## src/dsb_pkg.sv

```systemverilog
// Shared constants, payload types and register codes of the delay-and-sum beamformer.
`default_nettype none
package dsb_pkg;
   localparam int NUM_CHANNELS      = 4;
   localparam int SAMPLE_BITS       = 16;
   localparam int MAX_SHIFT_DEFAULT = 63;
   localparam int SHIFT_W           = 6;
   localparam int COUNT_W           = 7;
   localparam logic [COUNT_W-1:0] COUNT_MAX = 7'd127;

   localparam int CSR_INDEX_W = 3;
   localparam int CSR_DATA_W  = SHIFT_W;
   localparam logic [CSR_INDEX_W-1:0] CSR_MASK   = 3'd0;
   localparam logic [CSR_INDEX_W-1:0] CSR_SHIFT0 = 3'd1;
   localparam logic [CSR_INDEX_W-1:0] CSR_SHIFT1 = 3'd2;
   localparam logic [CSR_INDEX_W-1:0] CSR_SHIFT2 = 3'd3;
   localparam logic [CSR_INDEX_W-1:0] CSR_SHIFT3 = 3'd4;

   localparam int JOB_DEPTH = 4;
   localparam int RSP_DEPTH = 8;
   localparam int RSP_CNT_W = $clog2(RSP_DEPTH + 1);

   typedef struct packed {
      logic signed [SAMPLE_BITS-1:0] sample_ch0;
      logic signed [SAMPLE_BITS-1:0] sample_ch1;
      logic signed [SAMPLE_BITS-1:0] sample_ch2;
      logic signed [SAMPLE_BITS-1:0] sample_ch3;
      logic                          frame_end;
   } req_type;

   typedef struct packed {
      logic signed [SAMPLE_BITS-1:0] mono_sample;
      logic                          frame_last;
   } rsp_type;

   typedef struct packed {
      logic [NUM_CHANNELS-1:0]              mask;
      logic [NUM_CHANNELS-1:0][SHIFT_W-1:0] shift;
   } cfg_type;

   typedef struct packed {
      logic [NUM_CHANNELS-1:0][SAMPLE_BITS-1:0] sample;
      logic [SHIFT_W-1:0]                       wp;
      logic [SHIFT_W-1:0]                       start;
      logic                                     has_out;
      logic                                     fend;
   } job_type;
endpackage
`default_nettype wire

```

## src/dsb_ram.sv

```systemverilog
// Generic single-write, single-read RAM with registered read data.
`default_nettype none
module dsb_ram #(
   parameter int WIDTH = 16,
   parameter int DEPTH = 64
) (
   input  wire logic                     clock,
   input  wire logic                     wr_en,
   input  wire logic [$clog2(DEPTH)-1:0] wr_addr,
   input  wire logic [WIDTH-1:0]         wr_data,
   input  wire logic [$clog2(DEPTH)-1:0] rd_addr,
   output logic      [WIDTH-1:0]         rd_data
);
   logic [WIDTH-1:0] mem_ff [DEPTH];
   logic [WIDTH-1:0] rd_data_ff;

   always_ff @(posedge clock) begin
      if (wr_en) begin
         mem_ff[wr_addr] <= wr_data;
      end
      rd_data_ff <= mem_ff[rd_addr];
   end

   assign rd_data = rd_data_ff;
endmodule
`default_nettype wire

```

## src/dsb_fifo.sv

```systemverilog
// Small register queue with occupancy count.
`default_nettype none
module dsb_fifo #(
   parameter int WIDTH = 8,
   parameter int DEPTH = 4
) (
   input  wire logic                       clock,
   input  wire logic                       reset,
   input  wire logic                       push,
   input  wire logic [WIDTH-1:0]           push_data,
   output logic                            full,
   input  wire logic                       pop,
   output logic      [WIDTH-1:0]           pop_data,
   output logic                            empty,
   output logic      [$clog2(DEPTH+1)-1:0] count
);
   localparam int PTR_W = $clog2(DEPTH);
   localparam int CNT_W = $clog2(DEPTH + 1);

   logic [WIDTH-1:0] mem_ff [DEPTH];
   logic [PTR_W-1:0] rd_ptr_ff, rd_ptr_in;
   logic [PTR_W-1:0] wr_ptr_ff, wr_ptr_in;
   logic [CNT_W-1:0] count_ff, count_in;
   logic             do_push, do_pop;

   assign full     = (count_ff == CNT_W'(DEPTH));
   assign empty    = (count_ff == '0);
   assign count    = count_ff;
   assign pop_data = mem_ff[rd_ptr_ff];
   assign do_push  = push & ~full;
   assign do_pop   = pop & ~empty;

   always_comb begin
      rd_ptr_in = do_pop  ? rd_ptr_ff + 1'b1 : rd_ptr_ff;
      wr_ptr_in = do_push ? wr_ptr_ff + 1'b1 : wr_ptr_ff;
      count_in  = count_ff;
      if (do_push && !do_pop) begin
         count_in = count_ff + 1'b1;
      end else if (do_pop && !do_push) begin
         count_in = count_ff - 1'b1;
      end
   end

   always_ff @(posedge clock) begin
      if (reset) begin
         rd_ptr_ff <= '0;
         wr_ptr_ff <= '0;
         count_ff  <= '0;
      end else begin
         rd_ptr_ff <= rd_ptr_in;
         wr_ptr_ff <= wr_ptr_in;
         count_ff  <= count_in;
      end
   end

   always_ff @(posedge clock) begin
      if (do_push) begin
         mem_ff[wr_ptr_ff] <= push_data;
      end
   end
endmodule
`default_nettype wire

```

## src/dsb_csr.sv

```systemverilog
// Configuration registers: channel mask and per-channel shifts.
`default_nettype none
module dsb_csr import dsb_pkg::*; #(
   parameter int MAX_SHIFT = MAX_SHIFT_DEFAULT
) (
   input  wire logic                   clock,
   input  wire logic                   reset,
   input  wire logic                   csr_valid,
   output logic                        csr_ready,
   input  wire logic [CSR_INDEX_W-1:0] csr_index,
   input  wire logic [CSR_DATA_W-1:0]  csr_data,
   output cfg_type                     cfg
);
   localparam logic [CSR_DATA_W-1:0] SHIFT_LIMIT = CSR_DATA_W'(MAX_SHIFT);

   cfg_type                cfg_ff, cfg_in;
   logic [CSR_DATA_W-1:0]  shift_sat;
   logic                   wr;

   assign csr_ready = 1'b1;
   assign wr        = csr_valid & csr_ready;
   assign shift_sat = (csr_data > SHIFT_LIMIT) ? SHIFT_LIMIT : csr_data;
   assign cfg       = cfg_ff;

   always_comb begin
      cfg_in = cfg_ff;
      if (wr) begin
         case (csr_index)
            CSR_MASK:   cfg_in.mask     = csr_data[NUM_CHANNELS-1:0];
            CSR_SHIFT0: cfg_in.shift[0] = shift_sat;
            CSR_SHIFT1: cfg_in.shift[1] = shift_sat;
            CSR_SHIFT2: cfg_in.shift[2] = shift_sat;
            CSR_SHIFT3: cfg_in.shift[3] = shift_sat;
            default:    cfg_in = cfg_ff;
         endcase
      end
   end

   always_ff @(posedge clock) begin
      if (reset) begin
         cfg_ff.mask  <= '1;
         cfg_ff.shift <= '0;
      end else begin
         cfg_ff <= cfg_in;
      end
   end
endmodule
`default_nettype wire

```

## src/dsb_front.sv

```systemverilog
// Front end: takes sample beats, tracks frame position, builds output jobs.
`default_nettype none
module dsb_front import dsb_pkg::*; #(
   parameter int MAX_SHIFT = MAX_SHIFT_DEFAULT
) (
   input  wire logic    clock,
   input  wire logic    reset,
   input  wire logic    req_push,
   output logic         req_full,
   input  wire req_type req_data,
   input  wire cfg_type cfg,
   output logic         job_push,
   output job_type      job_data,
   input  wire logic    job_full
);
   localparam int PTR_W = $clog2(MAX_SHIFT + 1);

   logic [COUNT_W-1:0] count_ff, count_in;
   logic [PTR_W-1:0]   wp_ff, wp_in;
   logic [SHIFT_W-1:0] delay;
   logic               normal;
   logic               accept;

   assign accept   = req_push & ~job_full;
   assign req_full = job_full;
   assign job_push = accept;

   always_comb begin
      delay = '0;
      for (int c = 0; c < NUM_CHANNELS; c++) begin
         if (cfg.mask[c] && (cfg.shift[c] > delay)) begin
            delay = cfg.shift[c];
         end
      end
   end

   assign normal = (count_ff >= COUNT_W'(delay));

   always_comb begin
      job_data.sample[0] = req_data.sample_ch0;
      job_data.sample[1] = req_data.sample_ch1;
      job_data.sample[2] = req_data.sample_ch2;
      job_data.sample[3] = req_data.sample_ch3;
      job_data.wp        = SHIFT_W'(wp_ff);
      job_data.start     = normal ? delay : count_ff[SHIFT_W-1:0];
      job_data.has_out   = normal | req_data.frame_end;
      job_data.fend      = req_data.frame_end;
   end

   always_comb begin
      count_in = count_ff;
      wp_in    = wp_ff;
      if (accept) begin
         if (req_data.frame_end) begin
            count_in = '0;
            wp_in    = '0;
         end else begin
            wp_in = wp_ff + 1'b1;
            if (count_ff < COUNT_MAX) begin
               count_in = count_ff + 1'b1;
            end
         end
      end
   end

   always_ff @(posedge clock) begin
      if (reset) begin
         count_ff <= '0;
         wp_ff    <= '0;
      end else begin
         count_ff <= count_in;
         wp_ff    <= wp_in;
      end
   end
endmodule
`default_nettype wire

```

## src/dsb_back.sv

```systemverilog
// Back end: writes history, walks output ages, sums and averages channels.
`default_nettype none
module dsb_back import dsb_pkg::*; #(
   parameter int MAX_SHIFT = MAX_SHIFT_DEFAULT
) (
   input  wire logic                 clock,
   input  wire logic                 reset,
   input  wire cfg_type              cfg,
   input  wire logic                 job_empty,
   input  wire job_type              job_data,
   output logic                      job_pop,
   output logic                      rsp_push,
   output rsp_type                   rsp_data,
   input  wire logic [RSP_CNT_W-1:0] rsp_count
);
   localparam int PTR_W   = $clog2(MAX_SHIFT + 1);
   localparam int RING    = 2 ** PTR_W;
   localparam int USED_W  = $clog2(NUM_CHANNELS + 1);
   localparam int SUM_W   = SAMPLE_BITS + USED_W;
   localparam int MAG_W   = SUM_W - 1;
   localparam int DIV_SH  = MAG_W + USED_W;
   localparam int RECIP_W = DIV_SH + 1;
   localparam int PROD_W  = MAG_W + RECIP_W;
   localparam int CRED_W  = RSP_CNT_W + 1;

   // reciprocal table: ceil(2^DIV_SH / n), zero for no channel
   logic [RECIP_W-1:0] recip [NUM_CHANNELS+1];
   assign recip[0] = '0;
   for (genvar g = 1; g <= NUM_CHANNELS; g++) begin : g_recip
      localparam logic [63:0] RecipVal = ((64'd1 << DIV_SH) + 64'(g) - 64'd1) / 64'(g);
      assign recip[g] = RecipVal[RECIP_W-1:0];
   end

   logic                     active_ff, active_in;
   logic [SHIFT_W-1:0]       age_ff, age_in;
   logic                     fend_ff, fend_in;
   logic [SHIFT_W-1:0]       wp_ff, wp_in;

   logic                     s1_valid_ff;
   logic [NUM_CHANNELS-1:0]  s1_use_ff, s1_use_in;
   logic                     s1_last_ff;
   logic                     s2_valid_ff;
   logic [SUM_W-1:0]         s2_sum_ff, s2_sum_in;
   logic [USED_W-1:0]        s2_used_ff, s2_used_in;
   logic                     s2_last_ff;
   logic                     s3_valid_ff;
   logic [PROD_W-1:0]        s3_prod_ff, s3_prod_in;
   logic                     s3_neg_ff;
   logic                     s3_last_ff;

   logic [NUM_CHANNELS-1:0][SAMPLE_BITS-1:0] rd_data;
   logic [NUM_CHANNELS-1:0][PTR_W-1:0]       rd_addr;
   logic [CRED_W-1:0]        pending;
   logic                     credit_ok;
   logic                     issue;
   logic                     finishing;
   logic [MAG_W-1:0]         mag;
   logic [MAG_W-1:0]         quot;
   logic [MAG_W-1:0]         signed_quot;

   assign pending = CRED_W'(rsp_count) + CRED_W'(s1_valid_ff) + CRED_W'(s2_valid_ff)
                  + CRED_W'(s3_valid_ff);
   assign credit_ok = (pending < CRED_W'(RSP_DEPTH));
   assign issue     = active_ff & credit_ok;
   assign finishing = issue & (~fend_ff | (age_ff == '0));
   assign job_pop   = ~job_empty & (~active_ff | finishing);

   for (genvar c = 0; c < NUM_CHANNELS; c++) begin : g_hist
      logic [SHIFT_W-1:0] back;
      logic [SHIFT_W-1:0] pos;
      assign back       = age_ff - cfg.shift[c];
      assign pos        = wp_ff - back;
      assign rd_addr[c] = pos[PTR_W-1:0];
      assign s1_use_in[c] = issue & cfg.mask[c] & (age_ff >= cfg.shift[c]);

      dsb_ram #(
         .WIDTH (SAMPLE_BITS),
         .DEPTH (RING)
      ) u_ram (
         .clock   (clock),
         .wr_en   (job_pop),
         .wr_addr (job_data.wp[PTR_W-1:0]),
         .wr_data (job_data.sample[c]),
         .rd_addr (rd_addr[c]),
         .rd_data (rd_data[c])
      );
   end

   // advance through the ages of the current job
   always_comb begin
      active_in = active_ff;
      age_in    = age_ff;
      fend_in   = fend_ff;
      wp_in     = wp_ff;
      if (job_pop) begin
         active_in = job_data.has_out;
         age_in    = job_data.start;
         fend_in   = job_data.fend;
         wp_in     = job_data.wp;
      end else if (finishing) begin
         active_in = 1'b0;
      end else if (issue) begin
         age_in = age_ff - 1'b1;
      end
   end

   always_comb begin
      logic [SUM_W-1:0] term;
      s2_sum_in  = '0;
      s2_used_in = '0;
      for (int c = 0; c < NUM_CHANNELS; c++) begin
         term = s1_use_ff[c]
              ? {{(SUM_W-SAMPLE_BITS){rd_data[c][SAMPLE_BITS-1]}}, rd_data[c]} : '0;
         s2_sum_in  = s2_sum_in + term;
         s2_used_in = s2_used_in + USED_W'(cfg.mask[c]);
      end
   end

   assign mag        = s2_sum_ff[SUM_W-1] ? MAG_W'(-s2_sum_ff) : s2_sum_ff[MAG_W-1:0];
   assign s3_prod_in = {{RECIP_W{1'b0}}, mag} * {{MAG_W{1'b0}}, recip[s2_used_ff]};

   assign quot        = s3_prod_ff[DIV_SH +: MAG_W];
   assign signed_quot = s3_neg_ff ? -quot : quot;
   assign rsp_push    = s3_valid_ff;
   assign rsp_data.mono_sample = signed_quot[SAMPLE_BITS-1:0];
   assign rsp_data.frame_last  = s3_last_ff;

   always_ff @(posedge clock) begin
      if (reset) begin
         active_ff   <= 1'b0;
         s1_valid_ff <= 1'b0;
         s2_valid_ff <= 1'b0;
         s3_valid_ff <= 1'b0;
      end else begin
         active_ff   <= active_in;
         s1_valid_ff <= issue;
         s2_valid_ff <= s1_valid_ff;
         s3_valid_ff <= s2_valid_ff;
      end
   end

   always_ff @(posedge clock) begin
      age_ff     <= age_in;
      fend_ff    <= fend_in;
      wp_ff      <= wp_in;
      s1_use_ff  <= s1_use_in;
      s1_last_ff <= fend_ff & (age_ff == '0);
      s2_sum_ff  <= s2_sum_in;
      s2_used_ff <= s2_used_in;
      s2_last_ff <= s1_last_ff;
      s3_prod_ff <= s3_prod_in;
      s3_neg_ff  <= s2_sum_ff[SUM_W-1];
      s3_last_ff <= s2_last_ff;
   end
endmodule
`default_nettype wire

```

## src/delay_and_sum_beamformer.sv

```systemverilog
// Top level of the delay-and-sum beamformer.
//
//   channel | direction | handshake            | beat
//   req_    | in        | req_push / req_full  | req_type: four samples, frame_end
//   rsp_    | out       | rsp_pop / rsp_empty  | rsp_type: mono_sample, frame_last
//   csr_    | in        | csr_valid/csr_ready  | csr_index, csr_data
//
// One input beat per cycle while the job queue has room and each beat yields at most one
// result, with the result queue draining; a frame-end beat holds the back end while it
// flushes its results (up to MAX_SHIFT+1) through each channel's single-read-port history RAM.
// A result passes the job queue, the read, sum and product stages and the result queue.
// Reset clears control state only; history RAMs hold no reset value.
// req_full rises when the 4-entry job queue fills; the back end holds read
// issue while the 8-entry result queue and three pipeline stages could overflow.
`default_nettype none
module delay_and_sum_beamformer import dsb_pkg::*; #(
   parameter int MAX_SHIFT = MAX_SHIFT_DEFAULT
) (
   input  wire logic                   clock,
   input  wire logic                   reset,
   input  wire logic                   req_push,
   output logic                        req_full,
   input  wire req_type                req_data,
   output logic                        rsp_empty,
   input  wire logic                   rsp_pop,
   output rsp_type                     rsp_data,
   input  wire logic                   csr_valid,
   output logic                        csr_ready,
   input  wire logic [CSR_INDEX_W-1:0] csr_index,
   input  wire logic [CSR_DATA_W-1:0]  csr_data
);
   localparam int JOB_W = $bits(job_type);
   localparam int RSP_W = $bits(rsp_type);

   cfg_type                cfg;
   logic                   job_push;
   job_type                job_in;
   logic                   job_full;
   logic                   job_pop;
   logic [JOB_W-1:0]       job_out_raw;
   logic                   job_empty;
   logic [$clog2(JOB_DEPTH+1)-1:0] job_count;
   logic                   rsp_push;
   rsp_type                rsp_in;
   logic                   rsp_full;
   logic [RSP_W-1:0]       rsp_out_raw;
   logic [RSP_CNT_W-1:0]   rsp_count;

   dsb_csr #(
      .MAX_SHIFT (MAX_SHIFT)
   ) u_csr (
      .clock     (clock),
      .reset     (reset),
      .csr_valid (csr_valid),
      .csr_ready (csr_ready),
      .csr_index (csr_index),
      .csr_data  (csr_data),
      .cfg       (cfg)
   );

   dsb_front #(
      .MAX_SHIFT (MAX_SHIFT)
   ) u_front (
      .clock    (clock),
      .reset    (reset),
      .req_push (req_push),
      .req_full (req_full),
      .req_data (req_data),
      .cfg      (cfg),
      .job_push (job_push),
      .job_data (job_in),
      .job_full (job_full)
   );

   dsb_fifo #(
      .WIDTH (JOB_W),
      .DEPTH (JOB_DEPTH)
   ) u_job_q (
      .clock     (clock),
      .reset     (reset),
      .push      (job_push),
      .push_data (job_in),
      .full      (job_full),
      .pop       (job_pop),
      .pop_data  (job_out_raw),
      .empty     (job_empty),
      .count     (job_count)
   );

   dsb_back #(
      .MAX_SHIFT (MAX_SHIFT)
   ) u_back (
      .clock     (clock),
      .reset     (reset),
      .cfg       (cfg),
      .job_empty (job_empty),
      .job_data  (job_type'(job_out_raw)),
      .job_pop   (job_pop),
      .rsp_push  (rsp_push),
      .rsp_data  (rsp_in),
      .rsp_count (rsp_count)
   );

   dsb_fifo #(
      .WIDTH (RSP_W),
      .DEPTH (RSP_DEPTH)
   ) u_rsp_q (
      .clock     (clock),
      .reset     (reset),
      .push      (rsp_push & ~rsp_full),
      .push_data (rsp_in),
      .full      (rsp_full),
      .pop       (rsp_pop),
      .pop_data  (rsp_out_raw),
      .empty     (rsp_empty),
      .count     (rsp_count)
   );

   assign rsp_data = rsp_type'(rsp_out_raw);
endmodule
`default_nettype wire
```

## config.mk

```make
export PLATFORM = sky130hd
export DESIGN_NAME = delay_and_sum_beamformer
export DESIGN_NICKNAME = d
export VERILOG_FILES = /design/src/dsb_pkg.sv /design/src/dsb_ram.sv /design/src/dsb_fifo.sv /design/src/dsb_csr.sv /design/src/dsb_front.sv /design/src/dsb_back.sv /design/src/delay_and_sum_beamformer.sv
export SDC_FILE = /design/constraint.sdc
export NUM_CORES = 2
export LEC_CHECK = 0
export BUFFER_PORTS_ARGS = -buffer_cell sky130_fd_sc_hd__buf_2
export CAP_MARGIN = 20
export CORE_ASPECT_RATIO = 1.2
export CORE_MARGIN = 2
export CORE_UTILIZATION = 55
export CTS_CLUSTER_SIZE = 20
export DETAILED_ROUTE_END_ITERATION = 12
export PLACE_DENSITY_LB_ADDON = 0.15
export SETUP_SLACK_MARGIN = 0.2
export SYNTH_ARGS = -nofsm -noshare
export SYNTH_HDL_FRONTEND = slang
export SYNTH_HIERARCHICAL = 1
export SYNTH_MEMORY_MAX_BITS = 65536
export SYNTH_SLANG_ARGS = --single-unit
```

## constraint.sdc

```tcl
create_clock -name clock -period 16.4 [get_ports clock]
set_clock_uncertainty 0.05 [all_clocks]
set_input_delay 3.28 -clock clock [delete_from_list [all_inputs] [get_ports clock]]
set_output_delay 3.28 -clock clock [all_outputs]
set_load 0.05 [all_outputs]
```

==> results.md <==
- Final worst-path cycle share: 53.5%
- Most used standard cell by instance count after synthesis: edfxtp_1
- Insertion delay to the later sink of the worst-skew pair: 1.02 ns
- Number of sinks driven by the clock tree: 4,734
- Actual slew at the worst max-slew pin: 1.19 ns
- Setup TNS Final: 0 ns
- Clock tree from TritonCTS: done
- Post-detailed-routing wire length: 449,000 µm
- Maximum operating frequency: 0.114 GHz
- Ratio of cells with drive above 1 in the final layout: 22.9%
- Top cell types by occurrence after synthesis: edfxtp_1 (4,557), mux4_2 (992), nor2_1 (415), inv_1 (386), mux2i_1 (386)
- Remaining antenna violation count after routing: 0
- Last weighted congestion value of the routability-driven placer: 0.888
- Synth area leaders: edfxtp_1 (71%), mux4_2 (12%), mux2i_1 (2.0%)
- Rel. slew slack: 20.9%
- Number of I/O pins: 99
- FP Rows: 238
- DRC: 0
- Mean Syn Cell Area: 19.7 µm²
- TritonCTS Buffers: 448
- Cell area after synthesis: 194,000 µm²
- Number of gates resized after cts: 0
- Gate Count Post-Synth: 9,803
- Remaining Overflow, GRT: 0
- Synth Flop Type: edfxtp_1
- Class of the most critical hold timing path: reg2reg
- Starting density of the core: 55.3%
- Post-synthesis to final-layout area growth: 10.5%
- Number of endpoints failing setup at the final stage: 0
- Post-synth top area share: 70.7%
- Count of vias placed by the detailed router: 94,200
- Final net count: 10,700
- Cell at the root of the clock tree: clkbuf_16
- Die Ht: 654 µm
- Endpoint arrival time on the critical path: 9.42 ns
- Hold violation total from the final report: 0
- Count of port buffers added during placement: 97
- Number of distinct library cells after synthesis: 99
- Via count of the first global-routing pass: 96,400
- Count of final max-slew check failures: 0
- Synthesized Nets: 10,300
- Placed wire-length estimate after detailed placement: 271,000 µm
- Finished Core Util: 61.1%
- Tmin final: 8.77 ns
- Count of warnings emitted by yosys: 6
- Share of synthesized area occupied by flip-flops and latches: 72.5%
- CTS Buffer Depth: 4
- Number of DRC violations after detailed-routing iteration 0: 9,956
- Delay of the slowest cell on the worst path: 0.61 ns
- Crit end category: flip-flop
- Status: finished, final reports clean
- Largest delay contributor family on the critical path: compound AO/OA/AOI/OAI gates
- Global router's overall resource usage: 25.1%
- Die Footprint: 357,000 µm²
- Post-CTS setup buffers: 0
- Critical path start-end classification: reg2reg
- Async set-or-reset flop fraction in the synthesized netlist: 0%
- Post-synthesis register bit count: 4,734
- WL per Instance: 29.4 µm
- Placeable core area: 350,000 µm²
- Total iterations of the first detailed-routing run: 10
- Clock Pin Slew Worst Setup and Hold Paths: 0.07 ns
- Pin count of the biggest net entering global routing: 125
- Setup repair after global routing missed its margin: false
- Max-cap check violation count: 0
- Hold bufs inserted after CTS: 0
- Vias per cell: 6.17
- Wire length of the first global-routing pass: 658,000 µm
- Worst endpoint required time: 17.05 ns
- Cell with the largest stage delay on the worst path: a211oi_1
- Dominant cell type by area after synthesis: edfxtp_1
- Maximum net fanout on the critical path: 14
- H-tree level count: 5
- Buffer and inverter count on the worst path: 3
- Number of synthesized flops with an enable pin: 4,557
- Die extent in x: 546 µm
- Startpoint type of the worst setup path: flip-flop
- Number of antenna violations at the first check in global routing: 29
[cells in the final DEF (no fill, tap or decap), drive strengths merged, types with 42 or more instances in the layout]
cell type  netlist  final
dfxtp          177    177
fa             188    188
buf            407    475
a211oi          42     42
mux2           133    133
ha             234    234
mux4          1008   1008
clkbuf         136    558
inv            387    403
a21oi          130    130
nor2           423    423
mux2i          386    386
o21ai           76     76
a221oi          64     64
edfxtp        4557   4557
a22oi          156    156
nand2b          72     72
xor2            47     47
xnor2           65     65
nand3          116    116
nor2b          139    139
nand4           59     59
clkinv           0    202
nand2          361    361
[per-layer routing]
metal | part of all wire, % | track usage (%) | vias to the layer above | wire length [µm]
met5 | 0.017 | 0 | - | 77
met4 | 3.0 | 7.38 | 12 | 13600
met3 | 6.9 | 3.54 | 714 | 31000
met2 | 50 | 41.8 | 3428 | 224000
met1 | 40 | 34.9 | 49900 | 180000
li1 | - | - | 40100 | -
[metrics by stage]
stage | instance area [µm²] | worst slack (ns) | std cells | hold slack (ns)
6_report | 214000 | 7.63 | 15300 | 0.322
5_1_grt | 214000 | 7.01 | 15200 | 0.322
2_1_floorplan | 194000 | 8.97 | 9803 | 0.260
4_1_cts | 214000 | 7.71 | 15200 | 0.321
3_5_place_dp | 199000 | 7.74 | 14400 | 0.313
3_3_place_gp | 199000 | 7.73 | 14400 | 0.314
[layout make-up]
class | count | area [µm²]
well taps | 4680 | 5860
flip-flops and latches | 4734 | 140000
clock buffers | 557 | 11900
fillers | 24800 | 136000
diodes | 14 | 35.0
clock inverters | 270 | 2600
inverters | 387 | 1470
multi-input cells | 4138 | 48200
repair buffers | 476 | 3430
[kinds of logic after synthesis]
logic type	count (synthesis)	share of synthesized area, %
AOI/OAI and AO/OA	731	2.78
xor gates and xnor gates	113	0.539
adders and majority gates	424	3.47
buffers and inverters	931	2.73
DFF	4734	72.5
muxes	1527	14.5
other	1	0.00194
and+or+nand+nor	1342	3.41
[worst paths after layout]
check | from | end | slack [ns] | cells past startpoint
max | u_csr/cfg[24]$_SDFFE_PP1P_ | u_job_q/mem_ff[1][5]$_DFFE_PP_ | 7.63 | 33
min | u_back/s1_last_ff$_DFF_P_ | u_back/s2_last_ff$_DFF_P_ | 0.32 | 0
min reg2reg | u_back/s1_last_ff$_DFF_P_ | u_back/s2_last_ff$_DFF_P_ | 0.32 | 0
max reg2reg | u_csr/cfg[24]$_SDFFE_PP1P_ | u_job_q/mem_ff[1][5]$_DFFE_PP_ | 7.63 | 33
[registers in the layout, indices dropped and copies added (netlist names), 7 cells and up, named ones only]
| register | cells |
|---|---|
| u_back/s2_sum_ff | 19 |
| u_job_q/mem_ff | 312 |
| u_front/count_ff | 7 |
| u_back/g_hist.u_ram/mem_ff | 4096 |
| u_csr/cfg | 28 |
| u_rsp_q/mem_ff | 136 |
| u_back/g_hist.u_ram/rd_data | 64 |
| u_back/s3_prod_ff | 16 |
Power is not shown: default switching activity piles up to over one toggle a cycle in this logic, so the estimate is an artifact.
